<file path="config.mk">
export PLATFORM = sky130hd
export DESIGN_NAME = hsl_pixel_adjust_unit
export DESIGN_NICKNAME = d
export VERILOG_FILES = /design/src/sv/hpa_pkg.sv /design/src/sv/hpa_div.sv /design/src/sv/hpa_front.sv /design/src/sv/hpa_queue.sv /design/src/sv/hpa_back.sv /design/src/sv/hsl_pixel_adjust_unit.sv
export SDC_FILE = /design/constraint.sdc
export NUM_CORES = 2
export LEC_CHECK = 0
export ABC_AREA = 1
export BUFFER_PORTS_ARGS = -buffer_cell sky130_fd_sc_hd__buf_4
export CORE_ASPECT_RATIO = 0.8
export CORE_UTILIZATION = 58
export CTS_CLUSTER_SIZE = 25
export DETAILED_ROUTE_END_ITERATION = 8
export PLACE_DENSITY = 0.79
export SYNTH_ARGS = -nofsm -noshare
export SYNTH_HDL_FRONTEND = slang
export SYNTH_SLANG_ARGS = --single-unit
export TNS_END_PERCENT = 30
</file>
<file path="constraint.sdc">
create_clock -name clk -period 46 [get_ports clk]
set_clock_uncertainty 0.2 [all_clocks]
set_input_delay 2.3 -clock clk [delete_from_list [all_inputs] [get_ports clk]]
set_output_delay 2.3 -clock clk [all_outputs]
set_load 0.1 [all_outputs]
</file>
<file path="src/sv/hpa_pkg.sv">
// hpa_pkg: shared types and constants for the HSL pixel adjust unit.
// Used by every module of the block except hpa_div; depends on nothing.
`default_nettype none

package hpa_pkg;

	// Divider sizes
	localparam int NUM_W     = 16;
	localparam int SAT_DEN_W = 9;
	localparam int HUE_DEN_W = 8;

	// Color math constants
	localparam int HUE_FULL  = 360;
	localparam int HUE_MOD   = 361;
	localparam int LUM_HALF  = 128;
	localparam int SUM_FULL  = 512;
	localparam int HUE_G_OFF = 120;
	localparam int HUE_B_OFF = 240;
	localparam int RECIP_45  = 1456;   // floor(2^16 / 45)
	localparam int DIV_45    = 45;

	// Configuration register indexes
	localparam logic [1:0] REG_HUE   = 2'd0;
	localparam logic [1:0] REG_SAT   = 2'd1;
	localparam logic [1:0] REG_LIGHT = 2'd2;

	// Segment of the hue circle a channel falls in
	typedef enum logic [1:0] {
		SEG_UP,
		SEG_HIGH,
		SEG_DOWN,
		SEG_LOW
	} hpa_seg_t;

	// Data that rides along the hue divider
	typedef struct packed {
		logic [7:0] alpha;
		logic       last;
		logic [7:0] lum;
		logic       grey;
		logic       hue_neg;
		logic [8:0] hue_off;
	} hpa_side_t;

	// Classified item passed from front to back through the queue
	typedef struct packed {
		hpa_side_t            side;
		logic                 sat_zero;
		logic [NUM_W-1:0]     sat_num;
		logic [SAT_DEN_W-1:0] sat_den;
		logic [NUM_W-1:0]     hue_num;
		logic [HUE_DEN_W-1:0] hue_den;
	} hpa_item_t;

endpackage

`default_nettype wire

</file>
<file path="src/sv/hpa_div.sv">
// hpa_div: pipelined restoring divider, one quotient bit per stage.
// Uses no package; carries a sideband word alongside the operands.
`default_nettype none

module hpa_div #(
	parameter int NUM_W  = 16,
	parameter int DEN_W  = 8,
	parameter int SIDE_W = 1
) (
	input  wire logic              clk,
	input  wire logic              arst_n,
	input  wire logic              en,
	input  wire logic              in_v,
	input  wire logic [NUM_W-1:0]  num,
	input  wire logic [DEN_W-1:0]  den,
	input  wire logic [SIDE_W-1:0] side,
	output logic                   out_v,
	output logic [NUM_W-1:0]       quo,
	output logic [SIDE_W-1:0]      side_out
);

	logic [NUM_W-1:0]  num_q  [1:NUM_W];
	logic [NUM_W-1:0]  quo_q  [1:NUM_W];
	logic [DEN_W-1:0]  rem_q  [1:NUM_W];
	logic [DEN_W-1:0]  den_q  [1:NUM_W];
	logic [SIDE_W-1:0] side_q [1:NUM_W];
	logic              v_q    [1:NUM_W];

	for (genvar k = 0; k < NUM_W; k++) begin : g_stage
		logic [NUM_W-1:0]  cur_num;
		logic [NUM_W-1:0]  cur_quo;
		logic [DEN_W-1:0]  cur_rem;
		logic [DEN_W-1:0]  cur_den;
		logic [SIDE_W-1:0] cur_side;
		logic              cur_v;
		logic [DEN_W:0]    trial;
		logic [DEN_W:0]    diff;
		logic              ge;

		if (k == 0) begin : g_first
			assign cur_num  = num;
			assign cur_quo  = '0;
			assign cur_rem  = '0;
			assign cur_den  = den;
			assign cur_side = side;
			assign cur_v    = in_v;
		end else begin : g_next
			assign cur_num  = num_q[k];
			assign cur_quo  = quo_q[k];
			assign cur_rem  = rem_q[k];
			assign cur_den  = den_q[k];
			assign cur_side = side_q[k];
			assign cur_v    = v_q[k];
		end

		// trial subtract of the shifted remainder
		assign trial = {cur_rem, cur_num[NUM_W-1]};
		assign diff  = trial - {1'b0, cur_den};
		assign ge    = (trial >= {1'b0, cur_den});

		always_ff @(posedge clk or negedge arst_n) begin
			if (!arst_n) begin
				v_q[k+1] <= 1'b0;
			end else if (en) begin
				v_q[k+1] <= cur_v;
			end
		end

		always_ff @(posedge clk) begin
			if (en) begin
				num_q[k+1]  <= {cur_num[NUM_W-2:0], 1'b0};
				quo_q[k+1]  <= {cur_quo[NUM_W-2:0], ge};
				rem_q[k+1]  <= ge ? diff[DEN_W-1:0] : trial[DEN_W-1:0];
				den_q[k+1]  <= cur_den;
				side_q[k+1] <= cur_side;
			end
		end
	end

	assign out_v    = v_q[NUM_W];
	assign quo      = quo_q[NUM_W];
	assign side_out = side_q[NUM_W];

endmodule

`default_nettype wire

</file>
<file path="src/sv/hpa_front.sv">
// hpa_front: accepts pixels, finds max/min and builds divider operands.
// Depends on hpa_pkg for the item type and constants.
`default_nettype none

module hpa_front (
	input  wire logic              clk,
	input  wire logic              arst_n,
	input  wire logic              in_valid,
	output logic                   in_stall,
	input  wire logic [31:0]       pixel_in,
	input  wire logic              last_in,
	input  wire logic              q_full,
	output logic                   push,
	output hpa_pkg::hpa_item_t     item
);

	logic              en;
	logic              v_s1, v_s2;
	logic [7:0]        mx_s1, mn_s1, alpha_s1;
	logic              last_s1;
	logic signed [8:0] diff_s1;
	logic [8:0]        off_s1;
	hpa_pkg::hpa_item_t item_s2;

	logic [7:0]        r_c, g_c, b_c, rg_mx, rg_mn, mx_c, mn_c;
	logic signed [8:0] diff_c;
	logic [8:0]        off_c;

	// Pipeline advances unless the classified item is blocked by a full queue
	assign en       = !(v_s2 && q_full);
	assign in_stall = !en;
	assign push     = v_s2 && !q_full;
	assign item     = item_s2;

	// Stage 1: max, min and the channel difference for the hue sector
	always_comb begin
		r_c    = pixel_in[7:0];
		g_c    = pixel_in[15:8];
		b_c    = pixel_in[23:16];
		rg_mx  = (r_c > g_c) ? r_c : g_c;
		rg_mn  = (r_c < g_c) ? r_c : g_c;
		mx_c   = (b_c > rg_mx) ? b_c : rg_mx;
		mn_c   = (b_c < rg_mn) ? b_c : rg_mn;
		priority if (mx_c == r_c) begin
			diff_c = $signed({1'b0, g_c}) - $signed({1'b0, b_c});
			off_c  = 9'd0;
		end else if (mx_c == g_c) begin
			diff_c = $signed({1'b0, b_c}) - $signed({1'b0, r_c});
			off_c  = 9'(hpa_pkg::HUE_G_OFF);
		end else begin
			diff_c = $signed({1'b0, r_c}) - $signed({1'b0, g_c});
			off_c  = 9'(hpa_pkg::HUE_B_OFF);
		end
	end

	always_ff @(posedge clk or negedge arst_n) begin
		if (!arst_n) begin
			v_s1 <= 1'b0;
			v_s2 <= 1'b0;
		end else if (en) begin
			v_s1 <= in_valid;
			v_s2 <= v_s1;
		end
	end

	always_ff @(posedge clk) begin
		if (en) begin
			mx_s1    <= mx_c;
			mn_s1    <= mn_c;
			diff_s1  <= diff_c;
			off_s1   <= off_c;
			alpha_s1 <= pixel_in[31:24];
			last_s1  <= last_in;
		end
	end

	// Stage 2: lightness, saturation and hue divider operands
	logic [7:0]  d_c, l_c, mag_c;
	logic [8:0]  sum_c, mag9_c;
	logic [9:0]  rsum_c;
	logic [15:0] mag16_c;
	hpa_pkg::hpa_item_t item_c;

	always_comb begin
		d_c     = mx_s1 - mn_s1;
		sum_c   = {1'b0, mx_s1} + {1'b0, mn_s1};
		l_c     = sum_c[8:1];
		rsum_c  = 10'(hpa_pkg::SUM_FULL) - {1'b0, sum_c};
		mag9_c  = diff_s1[8] ? 9'(-diff_s1) : 9'(diff_s1);
		mag_c   = mag9_c[7:0];
		mag16_c = {8'd0, mag_c};

		item_c.side.alpha   = alpha_s1;
		item_c.side.last    = last_s1;
		item_c.side.lum     = l_c;
		item_c.side.grey    = (d_c == 8'd0);
		item_c.side.hue_neg = diff_s1[8];
		item_c.side.hue_off = off_s1;
		item_c.sat_zero     = (l_c == 8'd0) || (d_c == 8'd0);
		item_c.sat_num      = {d_c, 8'd0};
		item_c.sat_den      = ({1'b0, l_c} <= 9'(hpa_pkg::LUM_HALF)) ? sum_c : rsum_c[8:0];
		item_c.hue_num      = (mag16_c << 6) - (mag16_c << 2);
		item_c.hue_den      = d_c;
	end

	always_ff @(posedge clk) begin
		if (en) begin
			item_s2 <= item_c;
		end
	end

endmodule

`default_nettype wire

</file>
<file path="src/sv/hpa_queue.sv">
// hpa_queue: short item queue between the front and back of the pixel unit.
// Depends on hpa_pkg for the item type.
`default_nettype none

module hpa_queue #(
	parameter int DEPTH = 4
) (
	input  wire logic                   clk,
	input  wire logic                   arst_n,
	input  wire logic                   push,
	input  wire hpa_pkg::hpa_item_t     push_item,
	output logic                        full,
	input  wire logic                   pop,
	output logic                        valid,
	output hpa_pkg::hpa_item_t          pop_item,
	output logic [$clog2(DEPTH+1)-1:0]  count
);

	localparam int PTR_W = (DEPTH > 1) ? $clog2(DEPTH) : 1;
	localparam int CNT_W = $clog2(DEPTH + 1);

	hpa_pkg::hpa_item_t mem_q [DEPTH];
	logic [PTR_W-1:0]   wr_q, rd_q;
	logic [CNT_W-1:0]   cnt_q;

	assign full     = (cnt_q == CNT_W'(DEPTH));
	assign valid    = (cnt_q != '0);
	assign count    = cnt_q;
	assign pop_item = mem_q[rd_q];

	// Pointers and fill count
	always_ff @(posedge clk or negedge arst_n) begin
		if (!arst_n) begin
			wr_q  <= '0;
			rd_q  <= '0;
			cnt_q <= '0;
		end else begin
			if (push) begin
				wr_q <= (wr_q == PTR_W'(DEPTH - 1)) ? '0 : wr_q + 1'b1;
			end
			if (pop) begin
				rd_q <= (rd_q == PTR_W'(DEPTH - 1)) ? '0 : rd_q + 1'b1;
			end
			cnt_q <= cnt_q + CNT_W'(push) - CNT_W'(pop);
		end
	end

	// Storage
	always_ff @(posedge clk) begin
		if (push) begin
			mem_q[wr_q] <= push_item;
		end
	end

endmodule

`default_nettype wire

</file>
<file path="src/sv/hpa_back.sv">
// hpa_back: divides, applies hue/saturation/lightness settings, converts to RGB.
// Depends on hpa_pkg and hpa_div; ends in the output register.
`default_nettype none

module hpa_back (
	input  wire logic               clk,
	input  wire logic               arst_n,
	input  wire logic               item_valid,
	input  wire hpa_pkg::hpa_item_t item,
	output logic                    pop,
	input  wire logic signed [9:0]  hue_ovr,
	input  wire logic signed [10:0] sat_scl,
	input  wire logic signed [10:0] lum_scl,
	output logic                    out_valid,
	input  wire logic               out_stall,
	output logic [31:0]             pixel_out,
	output logic                    last_out
);

	localparam logic signed [10:0] CH_OFF [3] = '{11'sd120, 11'sd0, -11'sd120};

	logic en;
	assign en  = !out_valid || !out_stall;
	assign pop = item_valid && en;

	// Dividers: hue carries the sideband, saturation carries its zero flag
	logic                        hv, sv, szero_d;
	logic [hpa_pkg::NUM_W-1:0]   hquo, squo;
	hpa_pkg::hpa_side_t          side_d;

	hpa_div #(
		.NUM_W (hpa_pkg::NUM_W),
		.DEN_W (hpa_pkg::HUE_DEN_W),
		.SIDE_W($bits(hpa_pkg::hpa_side_t))
	) u_hue_div (
		.clk     (clk),
		.arst_n  (arst_n),
		.en      (en),
		.in_v    (item_valid),
		.num     (item.hue_num),
		.den     (item.hue_den),
		.side    (item.side),
		.out_v   (hv),
		.quo     (hquo),
		.side_out(side_d)
	);

	hpa_div #(
		.NUM_W (hpa_pkg::NUM_W),
		.DEN_W (hpa_pkg::SAT_DEN_W),
		.SIDE_W(1)
	) u_sat_div (
		.clk     (clk),
		.arst_n  (arst_n),
		.en      (en),
		.in_v    (item_valid),
		.num     (item.sat_num),
		.den     (item.sat_den),
		.side    (item.sat_zero),
		.out_v   (sv),
		.quo     (squo),
		.side_out(szero_d)
	);

	// Valid chain
	logic v_s1, v_s2, v_s3, v_s4, v_s5, v_s6, v_s7, v_s8;
	always_ff @(posedge clk or negedge arst_n) begin
		if (!arst_n) begin
			{v_s1, v_s2, v_s3, v_s4, v_s5, v_s6, v_s7, v_s8} <= '0;
		end else if (en) begin
			v_s1 <= hv && sv;
			v_s2 <= v_s1;
			v_s3 <= v_s2;
			v_s4 <= v_s3;
			v_s5 <= v_s4;
			v_s6 <= v_s5;
			v_s7 <= v_s6;
			v_s8 <= v_s7;
		end
	end
	assign out_valid = v_s8;

	// Alpha and last flag ride along every stage
	logic [8:0] tag_s1, tag_s2, tag_s3, tag_s4, tag_s5, tag_s6, tag_s7;

	// Stage 1: hue from quotient and override, saturation clamp
	logic signed [10:0] hraw_c;
	logic [8:0]         h_c, ovu_c;
	logic [7:0]         s_c;
	logic [8:0]         h_s1;
	logic [7:0]         s_s1, l_s1;

	always_comb begin
		hraw_c = side_d.hue_neg ? $signed({2'b0, side_d.hue_off}) - $signed({4'b0, hquo[6:0]})
		                        : $signed({2'b0, side_d.hue_off}) + $signed({4'b0, hquo[6:0]});
		if (side_d.grey) begin
			hraw_c = '0;
		end
		if (hraw_c < 0) begin
			hraw_c = hraw_c + 11'sd360;
		end else if (hraw_c > 11'sd360) begin
			hraw_c = 11'sd360;
		end
		h_c   = hraw_c[8:0];
		ovu_c = hue_ovr[8:0];
		if (!hue_ovr[9]) begin
			h_c = (ovu_c > 9'(hpa_pkg::HUE_FULL)) ? ovu_c - 9'(hpa_pkg::HUE_MOD) : ovu_c;
		end
		s_c = szero_d ? 8'd0 : ((|squo[15:8]) ? 8'd255 : squo[7:0]);
	end

	always_ff @(posedge clk) begin
		if (en) begin
			h_s1   <= h_c;
			s_s1   <= s_c;
			l_s1   <= side_d.lum;
			tag_s1 <= {side_d.last, side_d.alpha};
		end
	end

	// Stage 2: scale products
	logic [8:0]  h_s2;
	logic [7:0]  s_s2, l_s2;
	logic [17:0] ss_s2, ls_s2;
	always_ff @(posedge clk) begin
		if (en) begin
			h_s2   <= h_s1;
			s_s2   <= s_s1;
			l_s2   <= l_s1;
			ss_s2  <= s_s1 * sat_scl[9:0];
			ls_s2  <= l_s1 * lum_scl[9:0];
			tag_s2 <= tag_s1;
		end
	end

	// Stage 3: select scaled or original, saturate at 255
	logic [8:0] h_s3;
	logic [7:0] s_s3, l_s3;
	always_ff @(posedge clk) begin
		if (en) begin
			h_s3   <= h_s2;
			s_s3   <= sat_scl[10] ? s_s2 : ((|ss_s2[17:16]) ? 8'd255 : ss_s2[15:8]);
			l_s3   <= lum_scl[10] ? l_s2 : ((|ls_s2[17:16]) ? 8'd255 : ls_s2[15:8]);
			tag_s3 <= tag_s2;
		end
	end

	// Stage 4: l * s
	logic [8:0]  h_s4;
	logic [7:0]  s_s4, l_s4;
	logic [15:0] lsp_s4;
	always_ff @(posedge clk) begin
		if (en) begin
			h_s4   <= h_s3;
			s_s4   <= s_s3;
			l_s4   <= l_s3;
			lsp_s4 <= l_s3 * s_s3;
			tag_s4 <= tag_s3;
		end
	end

	// Stage 5: q, p, ramp height and per channel segment and ramp factor
	logic [7:0]         m_c;
	logic [9:0]         q_c;
	logic [8:0]         dq_c;
	logic signed [10:0] p_c;
	logic [9:0]         q_s5, q_s6, q_s7;
	logic [8:0]         dq_s5;
	logic signed [10:0] p_s5, p_s6, p_s7;
	logic [7:0]         l_s5, l_s6, l_s7;
	logic               sz_s5, sz_s6, sz_s7;

	always_comb begin
		m_c = lsp_s4[15:8];
		if ({1'b0, l_s4} < 9'(hpa_pkg::LUM_HALF)) begin
			q_c  = {2'b0, l_s4} + {2'b0, m_c};
			dq_c = {m_c, 1'b0};
		end else begin
			q_c  = {2'b0, l_s4} + {2'b0, s_s4} - {2'b0, m_c};
			dq_c = {s_s4 - m_c, 1'b0};
		end
		p_c = $signed({2'b0, l_s4, 1'b0}) - $signed({1'b0, q_c});
	end

	hpa_pkg::hpa_seg_t seg_s5 [3];
	hpa_pkg::hpa_seg_t seg_s6 [3];
	hpa_pkg::hpa_seg_t seg_s7 [3];
	logic [8:0]        k_s5   [3];
	logic [17:0]       prod_s6[3];
	logic [14:0]       y_s7   [3];
	logic [9:0]        q0_s7  [3];
	logic [7:0]        ch_c   [3];

	for (genvar c = 0; c < 3; c++) begin : g_ch
		logic signed [10:0] t_c;
		logic [8:0]         tu_c;
		logic [10:0]        k6_c;
		hpa_pkg::hpa_seg_t  seg_c;
		logic [8:0]         k_c;
		logic [25:0]        rm_c;
		logic [15:0]        q45_c, rem_c;
		logic [9:0]         quot_c;
		logic signed [11:0] val_c;

		// Wrap the channel hue into 0..360 and pick its segment
		always_comb begin
			t_c = $signed({2'b0, h_s4}) + CH_OFF[c];
			if (t_c < 0) begin
				t_c = t_c + 11'sd360;
			end
			if (t_c > 11'sd360) begin
				t_c = t_c - 11'sd360;
			end
			tu_c = t_c[8:0];
			priority if (tu_c < 9'd60) begin
				seg_c = hpa_pkg::SEG_UP;
				k6_c  = ({2'b0, tu_c} << 2) + ({2'b0, tu_c} << 1);
			end else if (tu_c < 9'd180) begin
				seg_c = hpa_pkg::SEG_HIGH;
				k6_c  = '0;
			end else if (tu_c < 9'(hpa_pkg::HUE_B_OFF)) begin
				seg_c = hpa_pkg::SEG_DOWN;
				k6_c  = ({2'b0, 9'(hpa_pkg::HUE_B_OFF) - tu_c} << 2)
				      + ({2'b0, 9'(hpa_pkg::HUE_B_OFF) - tu_c} << 1);
			end else begin
				seg_c = hpa_pkg::SEG_LOW;
				k6_c  = '0;
			end
			k_c = k6_c[8:0];
		end

		always_ff @(posedge clk) begin
			if (en) begin
				seg_s5[c]  <= seg_c;
				k_s5[c]    <= k_c;
				// Stage 6: ramp product
				seg_s6[c]  <= seg_s5[c];
				prod_s6[c] <= dq_s5 * k_s5[c];
				// Stage 7: divide by 360 as /8 then reciprocal of 45
				seg_s7[c]  <= seg_s6[c];
				y_s7[c]    <= prod_s6[c][17:3];
				q0_s7[c]   <= rm_c[25:16];
			end
		end

		assign rm_c = prod_s6[c][17:3] * 11'(hpa_pkg::RECIP_45);

		// Stage 8: correct the quotient, add p, pick segment and clamp
		always_comb begin
			q45_c  = ({6'd0, q0_s7[c]} << 5) + ({6'd0, q0_s7[c]} << 3)
			       + ({6'd0, q0_s7[c]} << 2) + {6'd0, q0_s7[c]};
			rem_c  = {1'b0, y_s7[c]} - q45_c;
			quot_c = q0_s7[c] + ((rem_c >= 16'(hpa_pkg::DIV_45)) ? 10'd1 : 10'd0);
			unique case (seg_s7[c])
				hpa_pkg::SEG_UP,
				hpa_pkg::SEG_DOWN: val_c = 12'(p_s7) + $signed({2'b0, quot_c});
				hpa_pkg::SEG_HIGH: val_c = $signed({2'b0, q_s7});
				hpa_pkg::SEG_LOW:  val_c = 12'(p_s7);
				default:           val_c = 12'(p_s7);
			endcase
			if (sz_s7) begin
				ch_c[c] = l_s7;
			end else if (val_c < 0) begin
				ch_c[c] = 8'd0;
			end else if (val_c > 12'sd255) begin
				ch_c[c] = 8'd255;
			end else begin
				ch_c[c] = val_c[7:0];
			end
		end
	end

	always_ff @(posedge clk) begin
		if (en) begin
			q_s5   <= q_c;
			dq_s5  <= dq_c;
			p_s5   <= p_c;
			l_s5   <= l_s4;
			sz_s5  <= (s_s4 == 8'd0);
			tag_s5 <= tag_s4;
			q_s6   <= q_s5;
			p_s6   <= p_s5;
			l_s6   <= l_s5;
			sz_s6  <= sz_s5;
			tag_s6 <= tag_s5;
			q_s7   <= q_s6;
			p_s7   <= p_s6;
			l_s7   <= l_s6;
			sz_s7  <= sz_s6;
			tag_s7 <= tag_s6;
		end
	end

	// Output register
	always_ff @(posedge clk) begin
		if (en) begin
			pixel_out <= {tag_s7[7:0], ch_c[2], ch_c[1], ch_c[0]};
			last_out  <= tag_s7[8];
		end
	end

endmodule

`default_nettype wire

</file>
<file path="src/sv/hsl_pixel_adjust_unit.sv">
// hsl_pixel_adjust_unit: top level of the HSL pixel adjust block.
// Depends on hpa_pkg, hpa_front, hpa_queue, hpa_back (and hpa_div below it).
//
// Usage:
//   Input channel (in_valid / in_stall): one 32-bit pixel (red low byte, then
//   green, blue, alpha) plus a last flag per item. Output channel (out_valid /
//   out_stall) returns the adjusted pixel with alpha and last copied.
//   Config channel (cfg_valid / cfg_ready, always ready): cfg_index 0 sets the
//   hue override, 1 the saturation scale, 2 the lightness scale; index 3 is
//   ignored. Negative values leave the component alone. Write only when idle.
//   Throughput: one item per cycle while out_stall is low; the front, queue
//   and a 24-stage back end are all fully pipelined, the back end being two
//   16-stage radix-2 dividers followed by eight stages of scaling and RGB
//   rebuild.
//   Reset: the config registers go to -1 and every pipeline and the queue empty.
//   When the receiver stalls, the back end freezes in place, the queue fills,
//   and then the front raises in_stall.
`default_nettype none

module hsl_pixel_adjust_unit #(
	parameter int QUEUE_DEPTH = 4
) (
	input  wire logic        clk,
	input  wire logic        arst_n,
	input  wire logic        in_valid,
	output logic             in_stall,
	input  wire logic [31:0] pixel_in,
	input  wire logic        last_in,
	output logic             out_valid,
	input  wire logic        out_stall,
	output logic [31:0]      pixel_out,
	output logic             last_out,
	input  wire logic        cfg_valid,
	output logic             cfg_ready,
	input  wire logic [1:0]  cfg_index,
	input  wire logic [10:0] cfg_data
);

	localparam int CNT_W = $clog2(QUEUE_DEPTH + 1);

	// Configuration registers
	logic signed [9:0]  hue_ovr_q;
	logic signed [10:0] sat_scl_q, lum_scl_q;

	assign cfg_ready = 1'b1;

	always_ff @(posedge clk or negedge arst_n) begin
		if (!arst_n) begin
			hue_ovr_q <= '1;
			sat_scl_q <= '1;
			lum_scl_q <= '1;
		end else if (cfg_valid && cfg_ready) begin
			unique case (cfg_index)
				hpa_pkg::REG_HUE:   hue_ovr_q <= cfg_data[9:0];
				hpa_pkg::REG_SAT:   sat_scl_q <= cfg_data;
				hpa_pkg::REG_LIGHT: lum_scl_q <= cfg_data;
				default:            ;
			endcase
		end
	end

	// Front, queue, back
	logic               push, q_full, q_valid, q_pop;
	hpa_pkg::hpa_item_t f_item, q_item;
	logic [CNT_W-1:0]   q_cnt;

	hpa_front u_front (
		.clk     (clk),
		.arst_n  (arst_n),
		.in_valid(in_valid),
		.in_stall(in_stall),
		.pixel_in(pixel_in),
		.last_in (last_in),
		.q_full  (q_full),
		.push    (push),
		.item    (f_item)
	);

	hpa_queue #(
		.DEPTH(QUEUE_DEPTH)
	) u_queue (
		.clk      (clk),
		.arst_n   (arst_n),
		.push     (push),
		.push_item(f_item),
		.full     (q_full),
		.pop      (q_pop),
		.valid    (q_valid),
		.pop_item (q_item),
		.count    (q_cnt)
	);

	hpa_back u_back (
		.clk       (clk),
		.arst_n    (arst_n),
		.item_valid(q_valid),
		.item      (q_item),
		.pop       (q_pop),
		.hue_ovr   (hue_ovr_q),
		.sat_scl   (sat_scl_q),
		.lum_scl   (lum_scl_q),
		.out_valid (out_valid),
		.out_stall (out_stall),
		.pixel_out (pixel_out),
		.last_out  (last_out)
	);

	// Checks
	a_cnt_bound: assert property (@(posedge clk) disable iff (!arst_n)
		q_cnt <= CNT_W'(QUEUE_DEPTH))
		else $error("queue count above depth");

	a_stall_full: assert property (@(posedge clk) disable iff (!arst_n)
		in_stall |-> q_full)
		else $error("input stalled while queue has room");

	a_back_hold: assert property (@(posedge clk) disable iff (!arst_n)
		(out_valid && out_stall) |-> !q_pop)
		else $error("queue popped while back end is frozen");

	a_cnt_track: assert property (@(posedge clk) disable iff (!arst_n)
		$past(arst_n) |-> q_cnt == $past(q_cnt) + CNT_W'($past(push)) - CNT_W'($past(q_pop)))
		else $error("queue count out of step with push and pop");

endmodule

`default_nettype wire
</file>
==> metrics.txt <==
status completed; core footprint 185000 sq um; clock sink count 1961; CP required 46.38 ns; hold buffer count at CTS 0; Avg Cell Area, Syn 11.4 sq um; unrepaired setup endpoints after global routing no; final hold vios 0; Async S/R FF share, synth 3.31%; Slowest-stage cell, CP fa_1; gp weighted congestion 0.901; H-tree depth 4; Post-CTS Setup Bufs 0; slew margin rel. 27.6%; worst path bufs/invs 4; Final Slew Violations 0; area of the mapped netlist 109000 sq um; top-count cell post-synth edfxtp_1; total track usage 22.2%; Crit path top cell by count o21ai_0; initial antenna violation count 4; global route total overflow 0; Critical Path AT 7.61 ns; TritonCTS clock tree yes; Rows 141; post-synthesis sequential area ratio 53.9%; Yosys cell types 77; Final min period 7.23 ns; detailed-router iteration count before antenna repair 8; CP max FO 8; most frequent cells after synthesis 1896 x edfxtp_1, 1713 x inv_1, 1424 x nand2_1, 927 x ha_1, 614 x a21oi_1; Crit Path Class reg2reg; clk_lat worst skew 0.85 ns; Layout Nets 11.1k; remaining routing DRC violations 0; Worst Max-Slew Pin Slew 1.09 ns; CP Capture Type flop; vias per cell 5.40; routed vias 66.6k; # IOs 87; Routed Antenna Nets 0; Worst path top cell family by delay adder cells; clock slew at reported path FFs 0.06 ns; fin crit share 15.7%; PostCTS Resize Cnt 0; largest net degree at the start of global routing 183; grt met1 use 30.2%; maximum operating frequency 138 MHz; max-cap violations 0; largest cells by area after synthesis edfxtp_1 52%, ha_1 11%, fa_1 8.6%; worst hold path class reg2reg; synth warn 0; synthesized flop and latch total 1961; Setup TNS 0 ns; Post-synth EDFFs 1896; Port Buffers 85; die height 389 microns; Post-synth top flop edfxtp_1; Final HPWL DP 148000 microns; fraction of layout cells with a size suffix above 1 5.71%; top cell type's share of synthesized area 52.3%; Cells after Synth 9550; DIE AREA 189000 sq um; DR iter-0 viols 5196; final setup vio count 0; diodes inserted 0; gr busiest metal met2; Post-Route WL 207000 microns; cell taking the most area after synthesis edfxtp_1; vias in the first global route 67.5k; wire per inst 16.8 microns; met2 usage 36.6%; first-pass GRT wire length 339000 microns; area delta synth->final 8.71%; Die W 486 microns; clk buf depth 3; Root Buffer Master clkbuf_16; Worst setup SP type flop; fill count 13.5k; met3 Use GR 3.34%; CTS buffer count 185; Initial Utilization 58.7%; max incr delay on CP 0.56 ns; Post-Syn Nets 11.0k
## layout make-up
type                            count  area, sq um  share of cell area, %
Timing Repair Buffer              117          916                  0.774
Multi-Input combinational cell   5672        43000                   36.3
Clock buffer                      222         4800                   4.06
Clock inverter                    121         1330                   1.13
Inverter                         1739         6530                   5.52
Tap cell                         2502         3130                   2.65
Sequential cell                  1961        58600                   49.6
## per-layer routing
| metal | share of wire [%] | vias to the layer above |
|---|---|---|
| li1 | - | 32236 |
| met1 | 44 | 32113 |
| met2 | 47 | 1827 |
| met3 | 5.4 | 408 |
| met4 | 2.8 | 2 |
| met5 | 0.0063 | - |
## placed cells by master (no fill, tap or decap), types with 16 or more instances in the layout
cell,count
nand3_1,202
xor2_1,300
o21ai_1,24
o22ai_1,54
xnor2_1,151
clkbuf_1,35
nor3_1,56
a21o_1,31
clkinv_1,36
o21ai_0,455
nand2_2,20
inv_2,23
nand4_1,64
clkinv_2,25
o211ai_1,24
buf_4,114
clkbuf_16,186
nand2_1,1423
o221ai_1,17
a21oi_1,614
ha_1,927
or2_2,22
bufinv_16,16
edfxtp_1,1896
o21a_1,24
dfrtp_1,32
o31ai_1,17
inv_1,1713
a211oi_1,23
a31oi_1,24
o21bai_1,44
fa_1,465
nor2_1,541
dfstp_2,32
## worst reg2reg max path: cells and delay by family (launching register included)
family,cells,cell delay (ns)
fa+ha+maj,7,2.81
xor+xnor,2,0.35
flops,1,0.43
buf+inv,4,0.50
simple gates,11,1.30
compound gates,9,1.42
## registers in the layout (all words and copies together) (netlist names), 16 cells and up
signal / flops
u_back.prod_s6: 45
u_back.u_sat_div.rem_q: 135
u_back.u_hue_div.quo_q: 28
u_queue.mem_q: 208
u_back.k_s5: 24
u_back.y_s7: 45
u_back.u_hue_div.den_q: 115
u_back.q0_s7: 30
u_back.u_hue_div.num_q: 91
u_back.pixel_out: 32
u_back.u_sat_div.den_q: 125
u_back.u_hue_div.rem_q: 120
u_back.u_hue_div.side_q: 352
u_back.u_sat_div.side_q: 16
u_back.u_sat_div.quo_q: 136
u_front.item: 52
## final timing paths
kind / end / slack, ns / start / cells past startpoint
worst max-delay path: u_back.pixel_out[17]$_DFFE_PN_ / 38.77 / u_back.q0_s7[0][24]$_DFFE_PN_ / 33
worst min-delay path: u_back.u_hue_div.side_q[0][98]$_DFFE_PN_ / 0.19 / u_back.u_hue_div.side_q[0][70]$_DFFE_PN_ / 0
worst max register to register: u_back.pixel_out[17]$_DFFE_PN_ / 38.77 / u_back.q0_s7[0][24]$_DFFE_PN_ / 33
worst min register to register: u_back.u_hue_div.side_q[0][98]$_DFFE_PN_ / 0.19 / u_back.u_hue_div.side_q[0][70]$_DFFE_PN_ / 0
max in group asynchronous: u_queue.rd_q[0]$_DFFE_PN0P_ / 43.67 / arst_n / 1
min in group asynchronous: u_queue.wr_q[0]$_DFFE_PN0P_ / 1.34 / arst_n / 1
## per-stage QoR
stage	area (sq um)	cells	setup WS (ns)	hold slack, ns	utilization (%)
floorplan	109000	9550	21.93	0.200	-
global placement	112000	11991	38.25	0.200	60.5
detailed placement	112000	11991	38.10	0.205	60.5
CTS	118000	12334	38.80	0.185	63.8
global route	118000	12334	38.15	0.202	63.8
finish	118000	12334	38.77	0.190	63.8
## cell families after synthesis
| group | synth area share [%] |
|---|---|
| simple gates | 9.16 |
| flops | 53.9 |
| buf+inv | 6.70 |
| compound gates | 7.21 |
| fa+ha+maj | 19.2 |
| xor+xnor | 3.73 |
| mux | 0.124 |
| other cells | 0.00345 |
Power is not shown: default switching activity piles up to over one toggle a cycle in this logic, so the estimate is an artifact.
